`config.mk`:
```
export PLATFORM = sky130hd
export DESIGN_NAME = pausable_stopwatch_timer_core_flat
export DESIGN_NICKNAME = d
export VERILOG_FILES = /design/src/psw_pkg.sv /design/src/psw_if.sv /design/src/pausable_stopwatch_timer_core.sv /design/src/flat_wrapper.sv
export SDC_FILE = /design/constraint.sdc
export NUM_CORES = 1
export LEC_CHECK = 0
export ABC_CLOCK_PERIOD_IN_PS = 9650
export BUFFER_PORTS_ARGS = -buffer_cell sky130_fd_sc_hd__buf_2
export CAP_MARGIN = 30
export CORE_ASPECT_RATIO = 1.1
export CORE_UTILIZATION = 60
export CTS_BUF_LIST = sky130_fd_sc_hd__clkbuf_2 sky130_fd_sc_hd__clkbuf_4 sky130_fd_sc_hd__clkbuf_8
export DETAILED_ROUTE_END_ITERATION = 12
export GPL_TIMING_DRIVEN = 1
export PLACE_DENSITY = 0.81
export SLEW_MARGIN = 10
export SYNTH_ARGS = -nofsm -noshare
export SYNTH_HDL_FRONTEND = slang
export SYNTH_SLANG_ARGS = --single-unit
```
`constraint.sdc`:
```
create_clock -name clk -period 9.65 [get_ports clk]
set_clock_uncertainty 0.05 [all_clocks]
set_input_delay 1.93 -clock clk [delete_from_list [all_inputs] [get_ports clk]]
set_output_delay 1.93 -clock clk [all_outputs]
set_load 0.02 [all_outputs]
```
`src/psw_pkg.sv`:
```
// psw_pkg: shared types, codes and helpers for the pausable stopwatch timer
// no dependencies; used by the channel interfaces and the core

package psw_pkg;

  // time arithmetic width, wraps modulo 2^TIME_WIDTH
  localparam int unsigned TIME_WIDTH = 32;

  typedef logic [TIME_WIDTH-1:0] time_t;

  // command codes
  typedef enum logic [2:0] {
    OP_QUERY       = 3'd0,
    OP_START       = 3'd1,
    OP_STOP        = 3'd2,
    OP_PAUSE       = 3'd3,
    OP_RESTART     = 3'd4,
    OP_CHANGE_PER  = 3'd5,
    OP_SET_PERIOD  = 3'd6,
    OP_SET_ELAPSED = 3'd7
  } op_t;

  // run mode, one-hot
  typedef enum logic [2:0] {
    MODE_STOPPED  = 3'b001,
    MODE_COUNTING = 3'b010,
    MODE_PAUSED   = 3'b100
  } mode_t;

  // run_state codes on the result channel
  localparam logic [1:0] RS_STOPPED  = 2'd0;
  localparam logic [1:0] RS_COUNTING = 2'd1;
  localparam logic [1:0] RS_PAUSED   = 2'd2;

  // status codes
  localparam logic ST_ACCEPTED = 1'b0;
  localparam logic ST_REFUSED  = 1'b1;

  // command item
  typedef struct packed {
    logic [2:0] operation;
    time_t      timestamp;
    time_t      value;
  } cmd_t;

  // result item
  typedef struct packed {
    logic       status;
    logic [1:0] run_state;
    time_t      elapsed_now;
    time_t      remaining_now;
    logic       reached;
    time_t      period_now;
  } res_t;

  // one-hot mode to run_state code
  function automatic logic [1:0] mode_code(mode_t m);
    logic [1:0] c;
    c = RS_STOPPED;
    case (m)
      MODE_COUNTING: c = RS_COUNTING;
      MODE_PAUSED:   c = RS_PAUSED;
      default:       c = RS_STOPPED;
    endcase
    return c;
  endfunction

endpackage

```
`src/psw_if.sv`:
```
// psw_if: valid/ready channel interfaces for commands and results
// depends on psw_pkg

interface psw_cmd_if import psw_pkg::*; ();
  logic valid;
  logic ready;
  cmd_t data;

  modport source (output valid, output data, input ready);
  modport sink   (input valid, input data, output ready);
endinterface

interface psw_res_if import psw_pkg::*; ();
  logic valid;
  logic ready;
  res_t data;

  modport source (output valid, output data, input ready);
  modport sink   (input valid, input data, output ready);
endinterface

```
`src/pausable_stopwatch_timer_core.sv`:
```
// pausable_stopwatch_timer_core: command register, stopwatch update and result register
// depends on psw_pkg and the channel interfaces in psw_if.sv
//
// Stopwatch driven by timestamped commands. A command is taken into an input register,
// then, once the result register is free or being emptied, it updates the mode, start
// stamp, accumulated time and period and produces one result, which sits in the output
// register until transferred. One command per cycle is sustained while results are
// taken. The input and result registers sit around a single subtract/add/compare pass.
// The input stalls only while both registers hold a command and the result is not
// taken. Elapsed and remaining times are taken at the command's timestamp, after the
// command has acted, and wrap modulo 2^32.

module pausable_stopwatch_timer_core
  import psw_pkg::*;
(
  input  logic      clk,
  input  logic      rst_n,
  psw_cmd_if.sink   in_cmd,
  psw_res_if.source out_res
);

  // pipeline control
  logic  cmd_vld_r;
  cmd_t  cmd_r;
  logic  res_vld_r;
  res_t  res_r;
  logic  adv;

  // stopwatch state
  mode_t mode_r,   mode_nxt;
  time_t start_r,  start_nxt;
  time_t acc_r,    acc_nxt;
  time_t period_r, period_nxt;

  // evaluation
  logic  ok;
  logic  restarted;
  time_t span_old;
  time_t sum_old;
  time_t span_now;
  time_t el;
  time_t rem;
  time_t gap;
  logic  hit;
  op_t   op;

  assign adv          = !res_vld_r || out_res.ready;
  assign in_cmd.ready = !cmd_vld_r || adv;
  assign out_res.valid = res_vld_r;
  assign out_res.data  = res_r;

  // command register
  always_ff @(posedge clk) begin
    if (!rst_n) begin
      cmd_vld_r <= 1'b0;
    end else if (in_cmd.ready) begin
      cmd_vld_r <= in_cmd.valid;
    end
  end

  always_ff @(posedge clk) begin
    if (in_cmd.valid && in_cmd.ready) begin
      cmd_r <= in_cmd.data;
    end
  end

  // time since the stored start stamp
  assign op       = op_t'(cmd_r.operation);
  assign span_old = cmd_r.timestamp - start_r;
  assign sum_old  = acc_r + span_old;

  // command decode and state update
  always_comb begin
    mode_nxt   = mode_r;
    start_nxt  = start_r;
    acc_nxt    = acc_r;
    period_nxt = period_r;
    ok         = 1'b1;
    restarted  = 1'b0;
    unique case (op)
      OP_QUERY: begin
      end
      OP_START: begin
        if (mode_r == MODE_COUNTING) begin
          ok = 1'b0;
        end else begin
          start_nxt = cmd_r.timestamp;
          mode_nxt  = MODE_COUNTING;
          restarted = 1'b1;
        end
      end
      OP_STOP: begin
        start_nxt = '0;
        acc_nxt   = '0;
        mode_nxt  = MODE_STOPPED;
      end
      OP_PAUSE: begin
        if (mode_r == MODE_COUNTING) begin
          mode_nxt = MODE_PAUSED;
          acc_nxt  = sum_old;
        end else begin
          ok = 1'b0;
        end
      end
      OP_RESTART: begin
        start_nxt = cmd_r.timestamp;
        acc_nxt   = '0;
        mode_nxt  = MODE_COUNTING;
        restarted = 1'b1;
      end
      OP_CHANGE_PER: begin
        period_nxt = cmd_r.value;
        start_nxt  = cmd_r.timestamp;
        acc_nxt    = '0;
        mode_nxt   = MODE_COUNTING;
        restarted  = 1'b1;
      end
      OP_SET_PERIOD: begin
        if (mode_r == MODE_STOPPED) begin
          period_nxt = cmd_r.value;
        end else begin
          ok = 1'b0;
        end
      end
      OP_SET_ELAPSED: begin
        if (mode_r == MODE_STOPPED) begin
          acc_nxt = cmd_r.value;
        end else begin
          ok = 1'b0;
        end
      end
    endcase
  end

  // view at the command's timestamp; a fresh start has zero span
  assign span_now = restarted ? '0 : span_old;
  assign el       = (mode_nxt == MODE_COUNTING && !restarted) ? sum_old : acc_nxt;
  assign rem      = (el < period_nxt) ? (period_nxt - el) : '0;
  assign gap      = period_nxt - acc_nxt;

  // period reached flag
  always_comb begin
    hit = 1'b0;
    unique case (mode_nxt)
      MODE_PAUSED:   hit = (acc_nxt >= period_nxt);
      MODE_COUNTING: hit = (period_nxt > acc_nxt) ? (span_now >= gap) : 1'b1;
      default:       hit = 1'b0;
    endcase
  end

  // state registers, updated once per command
  always_ff @(posedge clk) begin
    if (!rst_n) begin
      mode_r   <= MODE_STOPPED;
      start_r  <= '0;
      acc_r    <= '0;
      period_r <= '0;
    end else if (cmd_vld_r && adv) begin
      mode_r   <= mode_nxt;
      start_r  <= start_nxt;
      acc_r    <= acc_nxt;
      period_r <= period_nxt;
    end
  end

  // result register
  always_ff @(posedge clk) begin
    if (!rst_n) begin
      res_vld_r <= 1'b0;
    end else if (adv) begin
      res_vld_r <= cmd_vld_r;
    end
  end

  always_ff @(posedge clk) begin
    if (cmd_vld_r && adv) begin
      res_r.status        <= ok ? ST_ACCEPTED : ST_REFUSED;
      res_r.run_state     <= mode_code(mode_nxt);
      res_r.elapsed_now   <= el;
      res_r.remaining_now <= rem;
      res_r.reached       <= hit;
      res_r.period_now    <= period_nxt;
    end
  end

  // a stop transfer leaves the stopwatch cleared
  a_stop_clears: assert property (@(posedge clk) disable iff (!rst_n)
    (cmd_vld_r && adv && op == OP_STOP) |=> (mode_r == MODE_STOPPED && acc_r == '0))
    else $error("stop did not clear the stopwatch");

  // input stalls only behind a held result
  a_stall_cause: assert property (@(posedge clk) disable iff (!rst_n)
    !in_cmd.ready |-> (res_vld_r && !out_res.ready && cmd_vld_r))
    else $error("input stalled without a held result");

  // when paused, reached goes with zero remaining time
  a_paused_reached: assert property (@(posedge clk) disable iff (!rst_n)
    (res_vld_r && res_r.run_state == RS_PAUSED) |->
      (res_r.reached == (res_r.remaining_now == '0)))
    else $error("paused reached flag disagrees with remaining time");

  // a stopped result never reports reached
  a_stopped_clear: assert property (@(posedge clk) disable iff (!rst_n)
    (res_vld_r && res_r.run_state == RS_STOPPED) |-> !res_r.reached)
    else $error("reached set while stopped");

endmodule

```
`src/flat_wrapper.sv`:
```
// flat-port wrapper written by rule: the top's interface ports become plain ports
module pausable_stopwatch_timer_core_flat import psw_pkg::*;
  (clk, rst_n, in_cmd_valid, in_cmd_data, in_cmd_ready, out_res_valid, out_res_data, out_res_ready);
  psw_cmd_if in_cmd_i ();
  psw_res_if out_res_i ();
  input  logic clk;
  input  logic rst_n;
  input wire logic [$bits(in_cmd_i.valid)-1:0] in_cmd_valid;
  input wire logic [$bits(in_cmd_i.data)-1:0] in_cmd_data;
  output wire logic [$bits(in_cmd_i.ready)-1:0] in_cmd_ready;
  output wire logic [$bits(out_res_i.valid)-1:0] out_res_valid;
  output wire logic [$bits(out_res_i.data)-1:0] out_res_data;
  input wire logic [$bits(out_res_i.ready)-1:0] out_res_ready;
  assign in_cmd_i.valid = in_cmd_valid;
  assign in_cmd_i.data = in_cmd_data;
  assign in_cmd_ready = in_cmd_i.ready;
  assign out_res_valid = out_res_i.valid;
  assign out_res_data = out_res_i.data;
  assign out_res_i.ready = out_res_ready;
  pausable_stopwatch_timer_core u_core (.clk(clk), .rst_n(rst_n), .in_cmd(in_cmd_i), .out_res(out_res_i));
endmodule
```
==> key figures, run 1 <==
Setup path
  – Critical-path top delay cell: a222oi_1
  – Reg2Reg Depth: 47
  – Required @ worst endpoint: 9.92 ns
  – CP Max Fanout: 5
  – Critical Setup Path Class: flop to flop
  – CP Capture Type: flop
  – CP startpoint kind: flop
  – Worst Path Arrival: 9.37 ns
  – CP peak stage delay: 0.47 ns

Routing
  – Met3 WL: 4571 um
  – Avg Vias per Cell: 6.120
  – Residual DRC: 0
  – DR WL/cell: ~19 um
  – Antenna Nets Post-Route: 0
  – TritonRoute pass-1 iters: 10
  – DR vias: 15150
  – Wl on met1: roughly 20000 um
  – DR iter-0 viols: 1611
  – Met2 wire len: 20670 um
  – Highest metal layer with signal wires: met4
  – Post-Route WL: 46340 um

Synth
  – Cell Area, Synth: roughly 17000 um2
  – Post-synth top area share: between 20% and 30%
  – Commonest cells in the netlist: 203 x nor2_1, 167 x edfxtp_1, 153 x a21oi_1, 153 x ha_1, 138 x nand2_1
  – Syn. warnings: 0
  – EDFF count, synth: 167
  – Avg Cell Area, Syn: 9.216 um2
  – Largest cells by area after synthesis: edfxtp_1 29%, dfxtp_1 12%, ha_1 11%
  – Yosys reg bits: 268
  – Asr flop ratio synth: 0%
  – Cell accounting for the most synthesized area: edfxtp_1
  – Primary FF master, synth: edfxtp_1
  – Cell with the most instances after synthesis: nor2_1
  – Post-Syn Nets: approximately 2100
  – Post-Syn Instances: ~1900
  – Synth cell types: 87
  – Sequential share of the synthesized area: about two fifths

STA
  – Final Hold Viols: 0
  – Final period utilization: 94.28%
  – Final setup fails: 0
  – Fin. max-slew vios: 0
  – Setup ws final: 0.5517 ns
  – Post-route setup TNS: 0 ns
  – Max Clock Freq: 109.9 MHz
  – Worst-margin pin slew: between 0.9 and 1 ns
  – Min Tclk post-route: a little over 9 ns
  – Relative slew slack: approximately two fifths

Floorplan
  – Chip width: 164.7 um
  – Die Y: 181.0 um
  – Starting Density: 61.04%
  – Site Rows: 65
  – Die Area: 29810 um2
  – Core area: about 29000 um2
  – I/O pins: 173

Global routing
  – Vias in the first global route: about 14000
  – Largest net degree at the start of global routing: 131
  – Initial antenna violation count: 0
  – GRT Total Usage: between 30 and 40%
  – Grt total ovfl: 0
  – First-pass GRT wire length: 72880 um

Clock tree
  – CTS tree: built
  – Clock slew at reported path FFs: 0.07 ns
  – Clock sinks: 268
  – Htree depth: 2
  – TritonCTS buffer count: 43
  – CTS Root Cell: clkbuf_8
  – CTS max path bufs: 3
  – Worst-Skew Late Latency: just under 0.6 ns

Finish
  – Number of diodes: 0
  – Share of cells above drive strength 1: 16.89%
  – Final instance area: 19950 um2
  – Nets: 2301
  – Layout Area Growth over Synthesis: 14.15%

Placed design
  – Final GP Congestion: approximately 0.98
  – Cell Area, Placed: 18750 um2
  – Place WS: -0.2094 ns
  – Detail Placement HPWL: 34200 um
  – PortBufs: 172

Status
  – Status: completed

Power
  – Cell Pwr Density: about 200 nW/um2
  – Leakage power: 8.449 nW
  – Max VDD drop: 0.1354 mV

Min path
  – Worst hold path class: flop to flop
  – Hold Crit Depth: 2

Job
  – Max-Cap Viols: 0
==> cells in the final DEF, fill, tap and decap left out, types with 11 or more instances in the layout <==
| master | netlist | routed |
|---|---|---|
| xor2_1 | 31 | 31 |
| clkinv_2 | 0 | 11 |
| o21bai_1 | 13 | 13 |
| o21a_1 | 28 | 28 |
| a21o_1 | 56 | 56 |
| o21ai_0 | 96 | 91 |
| a21oi_1 | 153 | 153 |
| buf_2 | 1 | 172 |
| nor2_1 | 203 | 201 |
| dfxtp_1 | 101 | 101 |
| nor2b_1 | 53 | 53 |
| mux2_2 | 26 | 26 |
| inv_1 | 112 | 112 |
| a222oi_1 | 20 | 20 |
| clkbuf_8 | 0 | 49 |
| nor3_1 | 60 | 58 |
| and3_1 | 19 | 19 |
| buf_4 | 0 | 31 |
| ha_1 | 153 | 152 |
| nand2_1 | 138 | 138 |
| nand2b_1 | 30 | 30 |
| xnor2_1 | 75 | 75 |
| edfxtp_1 | 167 | 167 |
| nand3_1 | 49 | 49 |
| nand4_1 | 16 | 16 |
| a211oi_1 | 41 | 40 |
==> cell families (layout without fill, tap and decap cells) <==
kind of cell | Yosys count | count (layout) | synth area share (%)
AND/OR/NAND/NOR | 623 | 623 | 17.11
AO/OA/AOI/OAI | 516 | 516 | 19.51
XOR/XNOR | 106 | 106 | 5.313
buffers and inverters | 189 | 401 | 4.067
multiplexers | 35 | 35 | 2.191
adder cells (fa/ha/maj) | 159 | 159 | 11.53
flip-flops | 268 | 268 | 40.27
==> worst paths after layout <==
check	startpoint	endpoint	slack, ns
setup reg to reg	u_core.cmd_r[32]$_DFFE_PP_	u_core.out_res.data[32]$_DFFE_PP_	0.55
hold reg to reg	u_core.start_r[27]$_SDFFE_PN0P_	u_core.start_r[27]$_SDFFE_PN0P_	0.40
setup / recovery	u_core.cmd_r[32]$_DFFE_PP_	u_core.out_res.data[32]$_DFFE_PP_	0.55
hold / removal	u_core.start_r[27]$_SDFFE_PN0P_	u_core.start_r[27]$_SDFFE_PN0P_	0.40
==> timing repair <==
item	4_1_cts	5_1_grt
gates resized for setup	2	19
buffers inserted	1	11
hold buffers	0	0
endpoints found under the hold margin	0	0
pin swaps	1	16
setup endpoints to repair	1	30
==> stage by stage <==
stage               instances  total power, W  utilization (%)  hold slack, ns
global placement         2382        0.002702            65.41          0.3877
global route             2476        0.004144            69.67          0.4152
detailed placement       2383        0.002750            65.51          0.3930
CTS                      2464        0.003898            69.08          0.4012
finish                   2476        0.003932            69.67          0.4006
floorplan                1896        0.002398                -          0.3819
==> power by group <==
part | total (W) | switching (W) | internal (W)
Clock | 0.00115 | 0.000481 | 0.000665
Sequential | 0.00137 | 0.0000426 | 0.00132
Combinational | 0.00142 | 0.000853 | 0.000567
==> metal layers <==
layer | up-vias | GRT usage (%)
li1 | 7277 | -
met1 | 7059 | 43.30
met2 | 723 | 48.27
met3 | 95 | 5.900
met4 | 0 | 9.578
met5 | - | 0
==> sequential cells by signal, indices dropped and copies added (netlist names) <==
name                  count
u_core.out_res.valid      1
u_core.cmd_vld_r          1
u_core.op                 3
u_core.out_res.data     100
u_core.acc_r             32
u_core.period_r          32
u_core.mode_r             3
u_core.cmd_r             64
u_core.start_r           32
==> worst max-delay path: cells and delay by family, from the launching register on <==
family                   cells  cell delay (ns)
AND/OR/NAND/NOR             10             1.09
AO/OA/AOI/OAI               28             5.13
flip-flops                   1             0.34
adder cells (fa/ha/maj)      5             1.61
buffers and inverters        2             0.22
XOR/XNOR                     2             0.38
==> cell type report <==
class	count	area, um2
Clock buffer	57	734.5
Clock inverter	23	280.3
Fill cell	2242	8682
Inverter	116	440.4
Multi-Input combinational cell	1439	9844
Sequential cell	268	7037
Tap cell	368	460.4
Timing Repair Buffer	205	1149
No activity file was read; power rests on OpenSTA's default activity.
==> run 2: changes to the inputs <==
CELL_PAD_IN_SITES_DETAIL_PLACEMENT = 0   (was not set)
CELL_PAD_IN_SITES_GLOBAL_PLACEMENT = 1   (was not set)
CORE_UTILIZATION = 48   (was 60)
PLACE_DENSITY = not set   (was 0.81)
PLACE_DENSITY_LB_ADDON = 0.1   (was not set)
==> run 2 against run 1 <==
Net effect: worst hold slack got worse by 0.0017 ns; combinational power barely moved; final cell count rose by 4.4%; fmax barely moved; sequential power barely moved; count of clock-buffer cells in the layout rose by 6; routed wire length rose by 3.2%; non-clock buffer count fell by 5; cell area rose by 0.19%; utilization fell by 13 points; largest power group unchanged.
==> key figures, run 2 (synthesis results as in run 1) <==
Status
  – Status: completed

Finish
  – Number of diodes: 0
  – Util after Layout: 56.30%
  – Fill count: 3358
  – Most frequent cells in the layout: 201 x nor2_1, 172 x buf_2, 167 x edfxtp_1
  – Commonest non-fill, non-tap cell in the layout: nor2_1
  – Share of cells above drive strength 1: 16.44%
  – Max reg flops: 100
  – Nets: 2298
  – Layout Area Growth over Synthesis: 14.36%

STA
  – Worst-margin pin slew: 1.106 ns
  – Post-route setup TNS: 0 ns
  – Fin. max-slew vios: 0
  – Relative slew slack: 26.29%
  – Max Clock Freq: 110.0 MHz
  – Final Hold Viols: 0
  – Final setup fails: 0
  – Min Tclk post-route: 9.093 ns
  – Final period utilization: a little over nine tenths

Global routing
  – Initial antenna violation count: 0
  – Grt total ovfl: 0
  – First-pass GRT wire length: 74310 um
  – Largest net degree at the start of global routing: 70
  – GRT Total Usage: 25.79%
  – Vias in the first global route: 13600

Clock tree
  – CTS max path bufs: 3
  – TritonCTS buffer count: 45
  – CTS Root Cell: clkbuf_8
  – CTS tree: built
  – Clock sinks: 268
  – Clock slew at reported path FFs: 0.07 ns
  – # hold bufs at CTS: 0
  – Htree depth: 2
  – Worst-Skew Late Latency: roughly 0.62 ns

Setup path
  – CP peak stage delay: 0.51 ns
  – R2R Setup Slk: between 0.5 and 0.6 ns
  – Critical-path top delay cell: a222oi_1
  – CP startpoint kind: flop
  – Required @ worst endpoint: 9.96 ns
  – R2R Path End: u_core.out_res.data[32]$_DFFE_PP_
  – CP Capture Type: flop
  – Worst Path Arrival: 9.41 ns
  – CP Max Fanout: 7
  – Critical Setup Path Class: flop to flop
  – Reg2Reg Depth: 45
  – Reg-to-reg startpoint: u_core.cmd_r[32]$_DFFE_PP_

Job
  – Max-Cap Viols: 0

Min path
  – Hold Crit Start: u_core.start_r[27]$_SDFFE_PN0P_
  – Hold Crit Depth: 2
  – Worst hold path class: flop to flop
  – WHS Endpoint: u_core.start_r[27]$_SDFFE_PN0P_

Routing
  – Residual DRC: 0
  – DR WL/cell: around 18 um
  – TritonRoute pass-1 iters: 6
  – DR vias: 14690
  – Avg Vias per Cell: about 5.7
  – DR iter-0 viols: approximately 970
  – Post-Route WL: 47820 um
  – Antenna Nets Post-Route: 0

Placed design
  – Final GP Congestion: 0.9566
  – PortBufs: 172
  – Detail Placement HPWL: 35880 um

Floorplan
  – Site Rows: 72
  – Starting Density: approximately half
  – Core area: 35490 um2
  – Die Area: 37170 um2
  – I/O pins: 173
  – Chip width: 183.9 um
  – Die Y: 202.1 um

Power
  – Leakage power: 8.404 nW
  – Max VDD drop: 0.1090 mV
  – Cell Pwr Density: 193.9 nW/um2
## run 2: final cells by class
class	count	area [um2]	area share [%]
timing repair buffer	200	1079	5.397
clock buffer	63	779.5	3.901
inverter	116	440.4	2.204
clock inverter	19	196.4	0.9830
multi-input combinational	1439	9849	49.29
tap	481	601.8	3.012
sequential	268	7037	35.21
## run 2: worst max path at each step
stage	start	endpoint	slack, ns
after global placement	u_core.cmd_r[32]$_DFFE_PP_	u_core.out_res.data[32]$_DFFE_PP_	0.27
after CTS	u_core.cmd_r[32]$_DFFE_PP_	u_core.out_res.data[32]$_DFFE_PP_	0.02
after global routing	u_core.cmd_r[32]$_DFFE_PP_	u_core.out_res.data[32]$_DFFE_PP_	-0.05
after floorplan	u_core.cmd_r[32]$_DFFE_PP_	u_core.out_res.data[32]$_DFFE_PP_	0.89
final	u_core.cmd_r[32]$_DFFE_PP_	u_core.out_res.data[32]$_DFFE_PP_	0.56
after detailed placement	u_core.cmd_r[32]$_DFFE_PP_	u_core.out_res.data[32]$_DFFE_PP_	-0.16
## run 2: worst max-delay path: cells and delay by family, from the launching register on
| kind | cells | cell delay (ns) |
|---|---|---|
| AOI/OAI and AO/OA | 26 | 4.70 |
| adders and majority gates | 6 | 1.90 |
| and+or+nand+nor | 9 | 1.32 |
| xor gates and xnor gates | 3 | 0.47 |
| DFF | 1 | 0.35 |
| buffers and inverters | 1 | 0.05 |
## run 2: per-layer routing
| layer | wire, um | part of all wire (%) | track usage, % | vias up |
|---|---|---|---|---|
| li1 | - | - | - | 7272 |
| met1 | 23240 | 49 | 38.00 | 6860 |
| met2 | 20390 | 43 | 38.66 | 503 |
| met3 | 3317 | 6.9 | 4.252 | 54 |
| met4 | 873 | 1.8 | 7.351 | 0 |
| met5 | 0 | 0 | 0 | - |
## run 2: repair_timing
item | 4_1_cts | 5_1_grt
gates resized for setup | 2 | 16
pin swaps | 0 | 8
buffers inserted | 0 | 7
endpoints found under the setup margin | 1 | 33
gates cloned | 0 | 0
## run 2: where the power goes
group	switching [W]	leakage (nW)	internal [W]
sequential	0.0000407	2.44	0.00132
combinational	0.000846	5.45	0.000559
clock	0.000475	0.518	0.000631
total	0.00136	8.40	0.00251
## run 2: per-stage QoR
stage / hold slack [ns] / power [W] / area [um2] / setup WS [ns] / std cells
finish: 0.3989 / 0.003875 / 19980 / 0.5566 / 2586
global route: 0.4153 / 0.004100 / 19980 / -0.05133 / 2586
CTS: 0.4008 / 0.003879 / 19870 / 0.02147 / 2579
detailed placement: 0.3930 / 0.002760 / 18890 / -0.1643 / 2497
global placement: 0.3879 / 0.002745 / 18880 / 0.2721 / 2496
floorplan: 0.3819 / 0.002398 / 17470 / 0.8881 / 1896
